`config.mk`:
```
export PLATFORM = sky130hd
export DESIGN_NAME = next_permutation_generator_top
export DESIGN_NICKNAME = d
export VERILOG_FILES = /design/src/hdl/npg_pkg.sv /design/src/hdl/npg_ram.sv /design/src/hdl/npg_ctrl.sv /design/src/hdl/npg_datapath.sv /design/src/hdl/next_permutation_generator_top.sv
export VERILOG_INCLUDE_DIRS = /design/src /design/src/hdl
export SDC_FILE = /design/constraint.sdc
export NUM_CORES = 1
export LEC_CHECK = 0
export BUFFER_PORTS_ARGS = -buffer_cell sky130_fd_sc_hd__buf_2
export CAP_MARGIN = 20
export CORE_MARGIN = 4
export CORE_UTILIZATION = 65
export DETAILED_ROUTE_END_ITERATION = 6
export PLACE_DENSITY_LB_ADDON = 0.15
export SLEW_MARGIN = 20
export SYNTH_ARGS = -nofsm -noshare
export SYNTH_HDL_FRONTEND = slang
export SYNTH_SLANG_ARGS = --single-unit
```
`constraint.sdc`:
```
create_clock -name clk -period 9 [get_ports clk]
set_clock_uncertainty 0.15 [all_clocks]
set_input_delay 1.35 -clock clk [delete_from_list [all_inputs] [get_ports clk]]
set_output_delay 1.35 -clock clk [all_outputs]
set_load 0.005 [all_outputs]
```
`src/hdl/next_permutation_generator_top_assert.svh`:
```
// Assertion macros used by the datapath of the permutation generator.
`ifndef NEXT_PERMUTATION_GENERATOR_TOP_ASSERT_SVH
`define NEXT_PERMUTATION_GENERATOR_TOP_ASSERT_SVH
`ifndef SYNTH
// Checked outside reset.
`define NPG_ASSERT(lbl, prop, msg) \
  lbl: assert property (@(posedge clk) disable iff (!rst_n) prop) else $error(msg);
// Checked during reset as well.
`define NPG_ASSERT_NR(lbl, prop, msg) \
  lbl: assert property (@(posedge clk) prop) else $error(msg);
`else
`define NPG_ASSERT(lbl, prop, msg)
`define NPG_ASSERT_NR(lbl, prop, msg)
`endif
`endif

```
`src/hdl/npg_pkg.sv`:
```
package npg_pkg;

  localparam int POS_W       = 4;
  localparam int VAL_W       = 16;
  localparam int LEN_W       = 5;
  localparam int MAX_LEN_DEF = 16;
  localparam int IN_TDATA_W  = 24;
  localparam int OUT_TDATA_W = 24;

  localparam logic [LEN_W-1:0] SEQ_LEN_RST = 5'd16;

  localparam logic OPC_LOAD    = 1'b0;
  localparam logic OPC_ADVANCE = 1'b1;

  typedef enum logic [3:0] {
    ST_IDLE,
    ST_CHK,
    ST_SCAN_PRIME,
    ST_SCAN,
    ST_FIND,
    ST_SWAP_I,
    ST_REV_CHK,
    ST_REV_RB,
    ST_REV_WA,
    ST_REV_WB,
    ST_EMIT
  } npg_state_t;

  typedef enum logic [3:0] {
    CMD_NONE,
    CMD_LOAD,
    CMD_START,
    CMD_SCAN_INIT,
    CMD_SCAN_STEP,
    CMD_PIVOT,
    CMD_EXH,
    CMD_FIND_STEP,
    CMD_SWAP_J,
    CMD_SWAP_I,
    CMD_REV_RA,
    CMD_REV_RB,
    CMD_REV_WA,
    CMD_REV_WB,
    CMD_EMIT_INIT,
    CMD_EMIT
  } npg_cmd_t;

  typedef struct packed {
    logic len_one;    // sequence of one element
    logic desc;       // element read is below the one to its right
    logic ptr_zero;   // scan reached the first element
    logic gt;         // element read is above the pivot
    logic rev_more;   // tail pointers have not met
    logic out_free;   // output register can take a beat
    logic emit_last;  // emit counter on the final element
  } npg_status_t;

endpackage

```
`src/hdl/npg_ram.sv`:
```
module npg_ram #(
  parameter int WIDTH = 16,
  parameter int DEPTH = 16
) (
  input  logic                     clk,
  input  logic                     we,
  input  logic [$clog2(DEPTH)-1:0] waddr,
  input  logic [WIDTH-1:0]         wdata,
  input  logic [$clog2(DEPTH)-1:0] raddr,
  output logic [WIDTH-1:0]         rdata
);

  logic [WIDTH-1:0] mem [DEPTH];

  always_ff @(posedge clk) begin
    if (we) begin
      mem[waddr] <= wdata;
    end
    rdata <= mem[raddr];
  end

endmodule

```
`src/hdl/npg_ctrl.sv`:
```
module npg_ctrl (
  input  logic                clk,
  input  logic                rst_n,
  input  logic                in_tvalid,
  input  logic                in_opcode,
  output logic                in_tready,
  input  npg_pkg::npg_status_t status,
  output npg_pkg::npg_cmd_t   cmd
);

  npg_pkg::npg_state_t state_r, state_nxt;
  logic accept;

  assign accept = in_tvalid && (state_r == npg_pkg::ST_IDLE);

  always_ff @(posedge clk) begin
    if (!rst_n) begin
      state_r <= npg_pkg::ST_IDLE;
    end else begin
      state_r <= state_nxt;
    end
  end

  // Next state
  always_comb begin
    state_nxt = state_r;
    unique case (state_r)
      npg_pkg::ST_IDLE: begin
        if (accept && (in_opcode == npg_pkg::OPC_ADVANCE)) state_nxt = npg_pkg::ST_CHK;
      end
      npg_pkg::ST_CHK: begin
        state_nxt = status.len_one ? npg_pkg::ST_EMIT : npg_pkg::ST_SCAN_PRIME;
      end
      npg_pkg::ST_SCAN_PRIME: state_nxt = npg_pkg::ST_SCAN;
      npg_pkg::ST_SCAN: begin
        priority if (status.desc)     state_nxt = npg_pkg::ST_FIND;
        else if (status.ptr_zero)     state_nxt = npg_pkg::ST_EMIT;
        else                          state_nxt = npg_pkg::ST_SCAN;
      end
      npg_pkg::ST_FIND: begin
        if (status.gt) state_nxt = npg_pkg::ST_SWAP_I;
      end
      npg_pkg::ST_SWAP_I: state_nxt = npg_pkg::ST_REV_CHK;
      npg_pkg::ST_REV_CHK: begin
        state_nxt = status.rev_more ? npg_pkg::ST_REV_RB : npg_pkg::ST_EMIT;
      end
      npg_pkg::ST_REV_RB: state_nxt = npg_pkg::ST_REV_WA;
      npg_pkg::ST_REV_WA: state_nxt = npg_pkg::ST_REV_WB;
      npg_pkg::ST_REV_WB: state_nxt = npg_pkg::ST_REV_CHK;
      npg_pkg::ST_EMIT: begin
        if (status.out_free && status.emit_last) state_nxt = npg_pkg::ST_IDLE;
      end
      default: state_nxt = npg_pkg::ST_IDLE;
    endcase
  end

  // Outputs
  always_comb begin
    in_tready = 1'b0;
    cmd       = npg_pkg::CMD_NONE;
    unique case (state_r)
      npg_pkg::ST_IDLE: begin
        in_tready = 1'b1;
        if (accept) begin
          cmd = (in_opcode == npg_pkg::OPC_LOAD) ? npg_pkg::CMD_LOAD : npg_pkg::CMD_START;
        end
      end
      npg_pkg::ST_CHK: begin
        cmd = status.len_one ? npg_pkg::CMD_EXH : npg_pkg::CMD_SCAN_INIT;
      end
      npg_pkg::ST_SCAN_PRIME: cmd = npg_pkg::CMD_SCAN_STEP;
      npg_pkg::ST_SCAN: begin
        priority if (status.desc)     cmd = npg_pkg::CMD_PIVOT;
        else if (status.ptr_zero)     cmd = npg_pkg::CMD_EXH;
        else                          cmd = npg_pkg::CMD_SCAN_STEP;
      end
      npg_pkg::ST_FIND: begin
        cmd = status.gt ? npg_pkg::CMD_SWAP_J : npg_pkg::CMD_FIND_STEP;
      end
      npg_pkg::ST_SWAP_I: cmd = npg_pkg::CMD_SWAP_I;
      npg_pkg::ST_REV_CHK: begin
        cmd = status.rev_more ? npg_pkg::CMD_REV_RA : npg_pkg::CMD_EMIT_INIT;
      end
      npg_pkg::ST_REV_RB: cmd = npg_pkg::CMD_REV_RB;
      npg_pkg::ST_REV_WA: cmd = npg_pkg::CMD_REV_WA;
      npg_pkg::ST_REV_WB: cmd = npg_pkg::CMD_REV_WB;
      npg_pkg::ST_EMIT: begin
        if (status.out_free) cmd = npg_pkg::CMD_EMIT;
      end
      default: cmd = npg_pkg::CMD_NONE;
    endcase
  end

endmodule

```
`src/hdl/npg_datapath.sv`:
```
`include "next_permutation_generator_top_assert.svh"

module npg_datapath #(
  parameter int MAX_LEN = npg_pkg::MAX_LEN_DEF
) (
  input  logic                         clk,
  input  logic                         rst_n,
  input  logic                         cfg_we,
  input  logic [npg_pkg::LEN_W-1:0]    cfg_wdata,
  input  logic [npg_pkg::POS_W-1:0]    in_pos,
  input  logic [npg_pkg::VAL_W-1:0]    in_val,
  input  npg_pkg::npg_cmd_t            cmd,
  output npg_pkg::npg_status_t         status,
  input  logic                         out_tready,
  output logic                         out_valid,
  output logic [npg_pkg::POS_W-1:0]    out_pos,
  output logic [npg_pkg::VAL_W-1:0]    out_val,
  output logic                         out_last,
  output logic                         out_exh
);

  localparam int AW = $clog2(MAX_LEN);
  localparam int LW = $clog2(MAX_LEN + 1);

  logic [npg_pkg::LEN_W-1:0] seq_length_r;
  logic [LW-1:0]             n_r;
  logic [AW-1:0]             ptr_r, j_r, i_r, k_r;
  logic signed [npg_pkg::VAL_W-1:0] prev_r, pivot_r, tmp_r;
  logic                      exh_r;
  logic                      out_valid_r, out_last_r, out_exh_r;
  logic [npg_pkg::POS_W-1:0] out_pos_r;
  logic [npg_pkg::VAL_W-1:0] out_val_r;

  logic                      ram_we;
  logic [AW-1:0]             ram_waddr, ram_raddr;
  logic [npg_pkg::VAL_W-1:0] ram_wdata, rd_data;
  logic signed [npg_pkg::VAL_W-1:0] rd_s;

  logic [31:0]   len_ext, n_clamp, pos_ext, k_ext;
  logic [LW-1:0] nm1_full;
  logic [AW-1:0] nm1, pos_addr, i_inc, k_inc;
  logic          pos_ok;

  npg_ram #(
    .WIDTH(npg_pkg::VAL_W),
    .DEPTH(MAX_LEN)
  ) u_store (
    .clk  (clk),
    .we   (ram_we),
    .waddr(ram_waddr),
    .wdata(ram_wdata),
    .raddr(ram_raddr),
    .rdata(rd_data)
  );

  assign rd_s = $signed(rd_data);

  // Clamp length to 1..MAX_LEN
  assign len_ext  = 32'(seq_length_r);
  assign n_clamp  = (len_ext == 32'd0) ? 32'd1 :
                    (len_ext > 32'(MAX_LEN)) ? 32'(MAX_LEN) : len_ext;
  assign nm1_full = n_r - LW'(1);
  assign nm1      = nm1_full[AW-1:0];

  assign pos_ext  = 32'(in_pos);
  assign pos_addr = pos_ext[AW-1:0];
  assign pos_ok   = pos_ext < 32'(MAX_LEN);
  assign i_inc    = i_r + AW'(1);
  assign k_inc    = k_r + AW'(1);
  assign k_ext    = 32'(k_r);

  assign status.len_one   = (n_r == LW'(1));
  assign status.desc      = (rd_s < prev_r);
  assign status.ptr_zero  = (ptr_r == '0);
  assign status.gt        = (rd_s > pivot_r);
  assign status.rev_more  = (ptr_r < j_r);
  assign status.out_free  = !out_valid_r || out_tready;
  assign status.emit_last = (k_r == nm1);

  // Memory port steering
  always_comb begin
    ram_we    = 1'b0;
    ram_waddr = pos_addr;
    ram_wdata = in_val;
    ram_raddr = k_r;
    unique case (cmd)
      npg_pkg::CMD_LOAD: ram_we = pos_ok;
      npg_pkg::CMD_SCAN_INIT: ram_raddr = nm1;
      npg_pkg::CMD_SCAN_STEP: ram_raddr = ptr_r - AW'(1);
      npg_pkg::CMD_PIVOT: ram_raddr = nm1;
      npg_pkg::CMD_FIND_STEP: ram_raddr = j_r - AW'(1);
      npg_pkg::CMD_SWAP_J: begin
        ram_we    = 1'b1;
        ram_waddr = j_r;
        ram_wdata = pivot_r;
      end
      npg_pkg::CMD_SWAP_I: begin
        ram_we    = 1'b1;
        ram_waddr = i_r;
        ram_wdata = tmp_r;
      end
      npg_pkg::CMD_REV_RA: ram_raddr = ptr_r;
      npg_pkg::CMD_REV_RB: ram_raddr = j_r;
      npg_pkg::CMD_REV_WA: begin
        ram_we    = 1'b1;
        ram_waddr = ptr_r;
        ram_wdata = rd_data;
      end
      npg_pkg::CMD_REV_WB: begin
        ram_we    = 1'b1;
        ram_waddr = j_r;
        ram_wdata = tmp_r;
      end
      npg_pkg::CMD_EXH, npg_pkg::CMD_EMIT_INIT: ram_raddr = '0;
      npg_pkg::CMD_EMIT: ram_raddr = k_inc;
      default: ram_raddr = k_r;
    endcase
  end

  always_ff @(posedge clk) begin
    if (!rst_n) begin
      seq_length_r <= npg_pkg::SEQ_LEN_RST;
      out_valid_r  <= 1'b0;
    end else begin
      if (cfg_we) begin
        seq_length_r <= cfg_wdata;
      end
      if (cmd == npg_pkg::CMD_EMIT) begin
        out_valid_r <= 1'b1;
      end else if (out_tready) begin
        out_valid_r <= 1'b0;
      end
    end
  end

  always_ff @(posedge clk) begin
    unique case (cmd)
      npg_pkg::CMD_START: begin
        n_r   <= n_clamp[LW-1:0];
        exh_r <= 1'b0;
      end
      npg_pkg::CMD_SCAN_INIT: ptr_r <= nm1;
      npg_pkg::CMD_SCAN_STEP: begin
        prev_r <= rd_s;
        ptr_r  <= ptr_r - AW'(1);
      end
      npg_pkg::CMD_PIVOT: begin
        pivot_r <= rd_s;
        i_r     <= ptr_r;
        j_r     <= nm1;
      end
      npg_pkg::CMD_FIND_STEP: j_r <= j_r - AW'(1);
      npg_pkg::CMD_SWAP_J: tmp_r <= rd_s;
      npg_pkg::CMD_SWAP_I: begin
        ptr_r <= i_inc;
        j_r   <= nm1;
      end
      npg_pkg::CMD_REV_RB: tmp_r <= rd_s;
      npg_pkg::CMD_REV_WB: begin
        ptr_r <= ptr_r + AW'(1);
        j_r   <= j_r - AW'(1);
      end
      npg_pkg::CMD_EXH: begin
        exh_r <= 1'b1;
        k_r   <= '0;
      end
      npg_pkg::CMD_EMIT_INIT: k_r <= '0;
      npg_pkg::CMD_EMIT: begin
        k_r        <= k_inc;
        out_pos_r  <= k_ext[npg_pkg::POS_W-1:0];
        out_val_r  <= rd_data;
        out_last_r <= (k_r == nm1);
        out_exh_r  <= exh_r;
      end
      default: ;
    endcase
  end

  assign out_valid = out_valid_r;
  assign out_pos   = out_pos_r;
  assign out_val   = out_val_r;
  assign out_last  = out_last_r;
  assign out_exh   = out_exh_r;

  `NPG_ASSERT(a_emit_in_range, (cmd == npg_pkg::CMD_EMIT) |-> ({1'b0, k_r} < n_r), "emit past end")
  `NPG_ASSERT(a_rev_order, (cmd == npg_pkg::CMD_REV_RA) |-> (ptr_r < j_r), "reverse pointers crossed")
  `NPG_ASSERT(a_find_bound, (cmd == npg_pkg::CMD_FIND_STEP) |-> ({1'b0, j_r} > ({1'b0, i_r} + 1'b1)), "successor search ran past pivot")
  `NPG_ASSERT_NR(a_rst_out, !rst_n |=> !out_valid_r, "output valid after reset")

endmodule

```
`src/hdl/next_permutation_generator_top.sv`:
```
// Channel | Dir | Handshake              | Payload
// cfg     | in  | cfg_we                 | cfg_wdata = seq_length
// in      | in  | in_tvalid / in_tready  | in_tdata, in_tuser = opcode
// out     | out | out_tvalid / out_tready| out_tdata, out_tlast, out_tuser = exhausted
//
// A load writes one element into the store. An advance of length n runs the scan
// for the last ascent, the successor search, the swap of pivot and successor,
// the tail reversal (check, read, write, write per swapped pair) and then n
// beats of output, one per cycle when the sink keeps up.
// The element store has one registered read port and one write port.
// Reset (rst_n low, synchronous) returns seq_length to 16 and drops any held beat;
// the element store is not cleared. A stalled sink holds the emit sequence.

module next_permutation_generator_top #(
  parameter int MAX_LEN = npg_pkg::MAX_LEN_DEF
) (
  input  logic                            clk,
  input  logic                            rst_n,
  input  logic                            cfg_we,
  input  logic [npg_pkg::LEN_W-1:0]       cfg_wdata,    // seq_length
  input  logic                            in_tvalid,
  output logic                            in_tready,
  input  logic [npg_pkg::IN_TDATA_W-1:0]  in_tdata,     // [3:0] load_position, [19:4] load_value
  input  logic                            in_tuser,     // opcode
  output logic                            out_tvalid,
  input  logic                            out_tready,
  output logic [npg_pkg::OUT_TDATA_W-1:0] out_tdata,    // [3:0] out_position, [19:4] out_value
  output logic                            out_tlast,
  output logic                            out_tuser     // exhausted
);

  npg_pkg::npg_cmd_t    cmd;
  npg_pkg::npg_status_t status;
  logic [npg_pkg::POS_W-1:0] out_pos;
  logic [npg_pkg::VAL_W-1:0] out_val;

  // Sequencer: accepts loads and walks scan, search, swap, reverse and emit
  npg_ctrl u_ctrl (
    .clk      (clk),
    .rst_n    (rst_n),
    .in_tvalid(in_tvalid),
    .in_opcode(in_tuser),
    .in_tready(in_tready),
    .status   (status),
    .cmd      (cmd)
  );

  // Element store, pointers and the output register
  npg_datapath #(
    .MAX_LEN(MAX_LEN)
  ) u_dp (
    .clk       (clk),
    .rst_n     (rst_n),
    .cfg_we    (cfg_we),
    .cfg_wdata (cfg_wdata),
    .in_pos    (in_tdata[npg_pkg::POS_W-1:0]),
    .in_val    (in_tdata[npg_pkg::POS_W+npg_pkg::VAL_W-1:npg_pkg::POS_W]),
    .cmd       (cmd),
    .status    (status),
    .out_tready(out_tready),
    .out_valid (out_tvalid),
    .out_pos   (out_pos),
    .out_val   (out_val),
    .out_last  (out_tlast),
    .out_exh   (out_tuser)
  );

  // Pack the beat, zero fill to whole bytes
  assign out_tdata = {{(npg_pkg::OUT_TDATA_W - npg_pkg::POS_W - npg_pkg::VAL_W){1'b0}},
                      out_val, out_pos};

endmodule

```
* Word level (Yosys, flattened, before mapping)
Memories as Yosys holds them, arrays and structs flattened. A register that Yosys moved wholly into a read port is not among the register bits.
Index checks and enable logic that the tools add are counted.
** Word-level totals
- Register bits after elaboration :: 102
- Memories :: 1
- Bits in writable memories :: 256
- Logic and storage cells :: 114
** Memories
- u_dp.u_store.mem :: depth 16, width 16, rd ports 1, clocked after memory_dff 1, wr ports 1, RTL line npg_ram.sv:13 : logic [WIDTH-1:0] mem [DEPTH];
** Cells by class
- Eq/ne operators :: 30
- Mux-type cells :: 31
- Magnitude comparators :: 5
- Reduce and logical (&&, ||, !) cells :: 24
- Add/sub/neg operators :: 6
** Operator list (count)
- one-hot mux 16 bit (3 select lines) :: 1
- equality test 4 bit, second input constant :: 11
- 2-to-1 mux 4 bit :: 11
- one-hot mux 4 bit (11 select lines) :: 1
- one-hot mux 4 bit (10 select lines) :: 1
- equality test 4 x 3 -> 1 bit, second input constant :: 8
- zero test 32 bit :: 1
- one-hot mux 4 bit (7 select lines) :: 1
- OR reduction 2 bit :: 9
- equality test 4 x 2 -> 1 bit, second input constant :: 4
- > comparator 16 bit :: 1
- less-than comparator 16 bit :: 1
- one-hot mux 4 bit (2 select lines) :: 2
- one-hot mux 4 bit (4 select lines) :: 1
- adder 4 x 1 -> 4 bit, second input constant :: 3
- one-hot mux 4 bit (3 select lines) :: 1
- subtractor 4 x 1 -> 4 bit, second input constant :: 3
- equality test 4 x 1 -> 1 bit, second input constant :: 2
- zero test 4 bit :: 2
- nonzero test 2 bit :: 4
- 2-to-1 mux 3 bit :: 2
- equality test 5 x 1 -> 1 bit, second input constant :: 1
- > comparator 5 bit, second input constant :: 1
- less-than comparator 4 x 5 -> 1 bit, second input constant :: 1
- 14 further kinds :: 23

* Depth between registers and ports, before layout
- Depth after elaboration :: 9
- Mapped depth :: 18
- Depth with buffers taken out :: 14

* Hierarchy
A second synthesis with hierarchy kept.
** Unflattened totals
- Cells, all modules :: 963
- Area, all modules :: 15843.9 µm²
** Modules (own cells, without submodules)
- npg_ram :: area each 10042.1 µm², sequential area each 8007.7 µm², instances 1, cells an instance 432
- npg_datapath :: area each 5276.3 µm², sequential area each 2882.8 µm², instances 1, cells an instance 461
- npg_ctrl :: area each 491.7 µm², sequential area each 80.1 µm², instances 1, cells an instance 65
- next_permutation_generator_top :: area each 33.8 µm², sequential area each 0.0 µm², instances 1, cells an instance 5

* Worst setup path before layout
Ideal clock, no wire load.
- Path kind :: input-to-reg
- Start point :: input port out_tready
- End point :: register u_dp.u_store.rdata[14] (read register of u_dp.u_store.mem)
- Slack :: 4.283 ns
- Cell stages on the path :: 12
- Setup time :: 0.134 ns
- Arrival :: 4.433 ns
- Required time :: 8.716 ns
- Cells stage by stage :: nand2b_1 nand3_2 inv_1 nor3_1 a31oi_4 o2111a_1 buf_2 or2_1 buf_6 mux2_4 o211a_1 or4_1
** Between the ends
- Longest elaborated chain between the ends :: 6
** Ends and longest elaborated chain
- start, declared :: RTL line next_permutation_generator_top.sv:26 : input logic out_tready,
- logical OR 1 bit (*) :: RTL line npg_datapath.sv:77 : assign status.out_free = !out_valid_r || out_tready;
- 2-to-1 mux 4 bit (*) :: RTL line npg_ctrl.sv:88 : if (status.out_free) cmd = npg_pkg::CMD_EMIT;
- one-hot mux 4 bit (11 select lines) (*) :: RTL line npg_ctrl.sv:61 : unique case (state_r)
- equality test 4 bit, or another cell as far along :: RTL line npg_datapath.sv:86 : unique case (cmd)
- OR reduction 2 bit (no source line)
- one-hot mux 4 bit (7 select lines) (*) :: RTL line npg_datapath.sv:86
- end, declared :: RTL line npg_ram.sv:10 : output logic [WIDTH-1:0] rdata
Every way passes the cells marked *; elsewhere a longest branch is shown, timed or not.
A chain may end at the register's enable or synchronous reset.

* Final worst setup path
- Start point :: register u_dp.u_store.rdata[15] (read register of u_dp.u_store.mem)
- End point :: register u_dp.u_store.rdata[11] (read register of u_dp.u_store.mem)
** Between the ends
- Longest elaborated chain between the ends :: 6
** Ends and longest elaborated chain (RTL line)
- > comparator 16 bit or less-than comparator 16 bit (tied branches) :: npg_datapath.sv:75, npg_datapath.sv:73
- 2-to-1 mux 4 bit (on tied branches) :: npg_ctrl.sv:78, npg_ctrl.sv:73
- one-hot mux 4 bit (11 select lines) (*) :: npg_ctrl.sv:61
- equality test 4 bit, or another cell as far along :: npg_datapath.sv:86
- OR reduction 2 bit (no source line)
- one-hot mux 4 bit (7 select lines) (*) :: npg_datapath.sv:86
Marked as above.

==> results.toml <==
[worst_setup_path]
path_class = "reg -> reg"
slowest_delay_ns = 0.98
reg2reg_depth = 14
critPathMaxFanout = 79
crit_path_end_kind = "flip-flop"
critical_path_arrival_ns = 6.92
cp.required_ns = 9.31
start_kind = "flip-flop"
crit_path_top_delay_cell = "and2_2"
path_cells = "ha_1 > nand4_1 > nor4_1 > o221ai_1 > nand3_1 > mux2i_1 > nand3_1 > o221ai_4 > buf_4 > and2_2 > buf_4 > a211oi_1 > o32ai_1 > a311o_1"
r2r_setup_slack_ns = 2.38

[logic_synthesis]
synth-edff-count = 348
ys_async_sr_fraction_pct = 0
ys.flop_type = "edfxtp_1"
syn_inst = 1244
avgSynthCellArea_sq_um = 13.17
syn-cell-area_sq_um = 16380
yosysSeqAreaShare_pct = 66.98
ys_warn_count = 0
synth_cell_types = 68
synth_area_leaders = "edfxtp_1 64%, nand2_1 3.3%, ha_1 3.2%"
synth_top_cell_area_share_pct = 63.80
synth_area_leader_cell = "edfxtp_1"
synthTopCellsByCount = "348 x edfxtp_1, 145 x nand2_1, 64 x a21boi_0, 59 x a21oi_1, 55 x inv_1"
synth_seq_cells = 374
synth.most_common_cell = "edfxtp_1"

[pwr]
leakage_nw = 6.485
finalPower_mw = 4.820
worst_ir_drop_vdd_uv = 272.3
pwr_density_cell_nw_per_um2 = 262.2

[clock_network]
cts-resized-gates = 0
cts_max_level = 2
cts_made_buffers = 39
clk_latency_ns = 0.52
post_cts_buffers = 0
hold_buffers = 0
clock-sinks = 374
clk_pin_slew_ns = 0.06
cts_tree = "built"
ctsLongestPathBuffers = 3
root_buffer = "clkbuf_16"

[cells_and_area]
drive_above_1_share_pct = 13.87
nets = 1389
fillers = 1476
area_growth_pct = 12.23
diodes = 0
final_cell_count_no_fill = 1665
seqCellArea_sq_um = 10970
multi_input_area_sq_um = 4922

[status]
status = "complete, but fails checks"
failed_checks = "DRC"

[floorplan]
ios = 63
die_w_microns = 166.7
fp-row-count = 57
initial_utilization_pct = 66.76
dieArea_sq_um = 27800
chipHeight_microns = 166.7
core_sq_um = 24530

[route]
vias_per_cell = 6.554
num_vias = 10913
first_pass_iters = 7
detail_route.wl_per_cell_microns = 22.77
ant_nets = 0
drc_errors = 2
drt_iter0_markers = 1398
wl_microns = 37910

[global_route]
grtUsageTotal_pct = 27.19
antenna_found_initial = 0
grt_pass1_vias = 10932
grt_pass1_wl_microns = 60020
grt-ovfl-total = 0
grt_max_degree = 80

[timing]
fin_tns_setup_ns = 0
fin_crit_ns = 6.617
fmax_mhz = 151.1
rsz0062_at_grt = "false"
final.setup.worst_slack_ns = 2.383
tightestPinTransition_ns = 1.061
maxSlewViolCount = 0
fin_crit_sh_pct = 73.52
hold_slack_ns = 0.3227
slew_headroom_pct = 28.62
setup_viol = 0
hold_viol = 0

[run]
cap_violations = 0

[placed_design]
portBuffers = 54
place_congestion = 0.9249
dpl.hpwl_microns = 23870
place_ws_ns = 2.395
dpl.cell_count = 1593

[worst_hold_path]
hp-class = "reg -> reg"
hold-path-cell-count = 0
[kinds of logic (layout without fill, tap and decap cells)]
kind of cell | Yosys count | in the layout | synth area share (%)
AOI/OAI and AO/OA | 350 | 350 | 15.77
muxes | 14 | 14 | 0.9091
adders and majority gates | 42 | 42 | 3.209
DFF | 374 | 374 | 66.98
xor gates and xnor gates | 15 | 15 | 0.8021
and+or+nand+nor | 315 | 315 | 8.976
other | 1 | 4 | 0.02290
buffers and inverters | 133 | 227 | 3.331
[flip-flops by register name, indices dropped and copies added, names as in the netlist, 5 cells and up]
signal              flops
u_dp.u_store.mem      256
u_dp.out_val           16
u_dp.pivot_r           16
u_dp.prev_r            16
u_dp.tmp_r             16
u_dp.u_store.rdata     16
u_dp.n_r                5
u_dp.seq_length_r       5
[metal layers]
metal	global-route usage (%)	routed length [microns]	share of wire, %	vias to the layer above
met5	0	0	0	-
met4	9.676	1008	2.7	0
met3	5.096	3354	8.8	84
met2	44.16	18380	48	559
met1	37.42	15160	40	5319
li1	-	-	-	4951
[worst max-delay path: cells and delay by family, from the launching register on]
kind            cells  cell delay [ns]
buf+inv             2             1.16
compound gates      5             1.29
fa+ha+maj           1             0.46
mux                 1             0.70
flops               1             0.41
simple gates        5             2.30
[worst paths after layout]
kind / startpoint / to
setup / recovery: u_dp.u_store.rdata[15] / u_dp.u_store.rdata[11]
hold / removal: u_dp.exh_r / u_dp.out_exh
setup reg to reg: u_dp.u_store.rdata[15] / u_dp.u_store.rdata[11]
hold reg to reg: u_dp.exh_r / u_dp.out_exh
[per-stage QoR]
step                      utilization, %  instance area [sq um]
after global routing               74.92                  18380
after CTS                          74.81                  18350
after detailed placement           69.74                  17110
after global placement             69.74                  17110
final                              74.92                  18380
after floorplan                        -                  16390
[report_power, final]
part	internal, mW	total [mW]	switching [mW]
logic	0.377	1.10	0.724
clock network	0.931	1.56	0.627
registers	2.04	2.16	0.118
[cells in the final DEF (no fill, tap or decap), drive strengths merged, types with 7 or more instances in the layout]
cell / n
edfxtp: 348
nand2: 146
buf: 101
a21boi: 64
a21oi: 59
inv: 57
a211oi: 53
clkbuf: 51
nor2: 50
nand3: 46
o21ai: 45
ha: 42
a311o: 30
dfxtp: 26
a221oi: 17
a222oi: 16
o32ai: 15
clkinv: 14
xnor2: 11
mux2i: 10
nand2b: 9
nor3: 9
nor4: 7
nand4: 7
and2: 7
[layout make-up]
type | instances | share of cell area (%)
sequential | 374 | 59.68
multi-input combinational | 740 | 26.78
clock buffer | 51 | 5.663
timing repair buffer | 101 | 3.431
tap | 324 | 2.205
inverter | 56 | 1.144
clock inverter | 19 | 1.096
(Power assumes the default switching activity.)
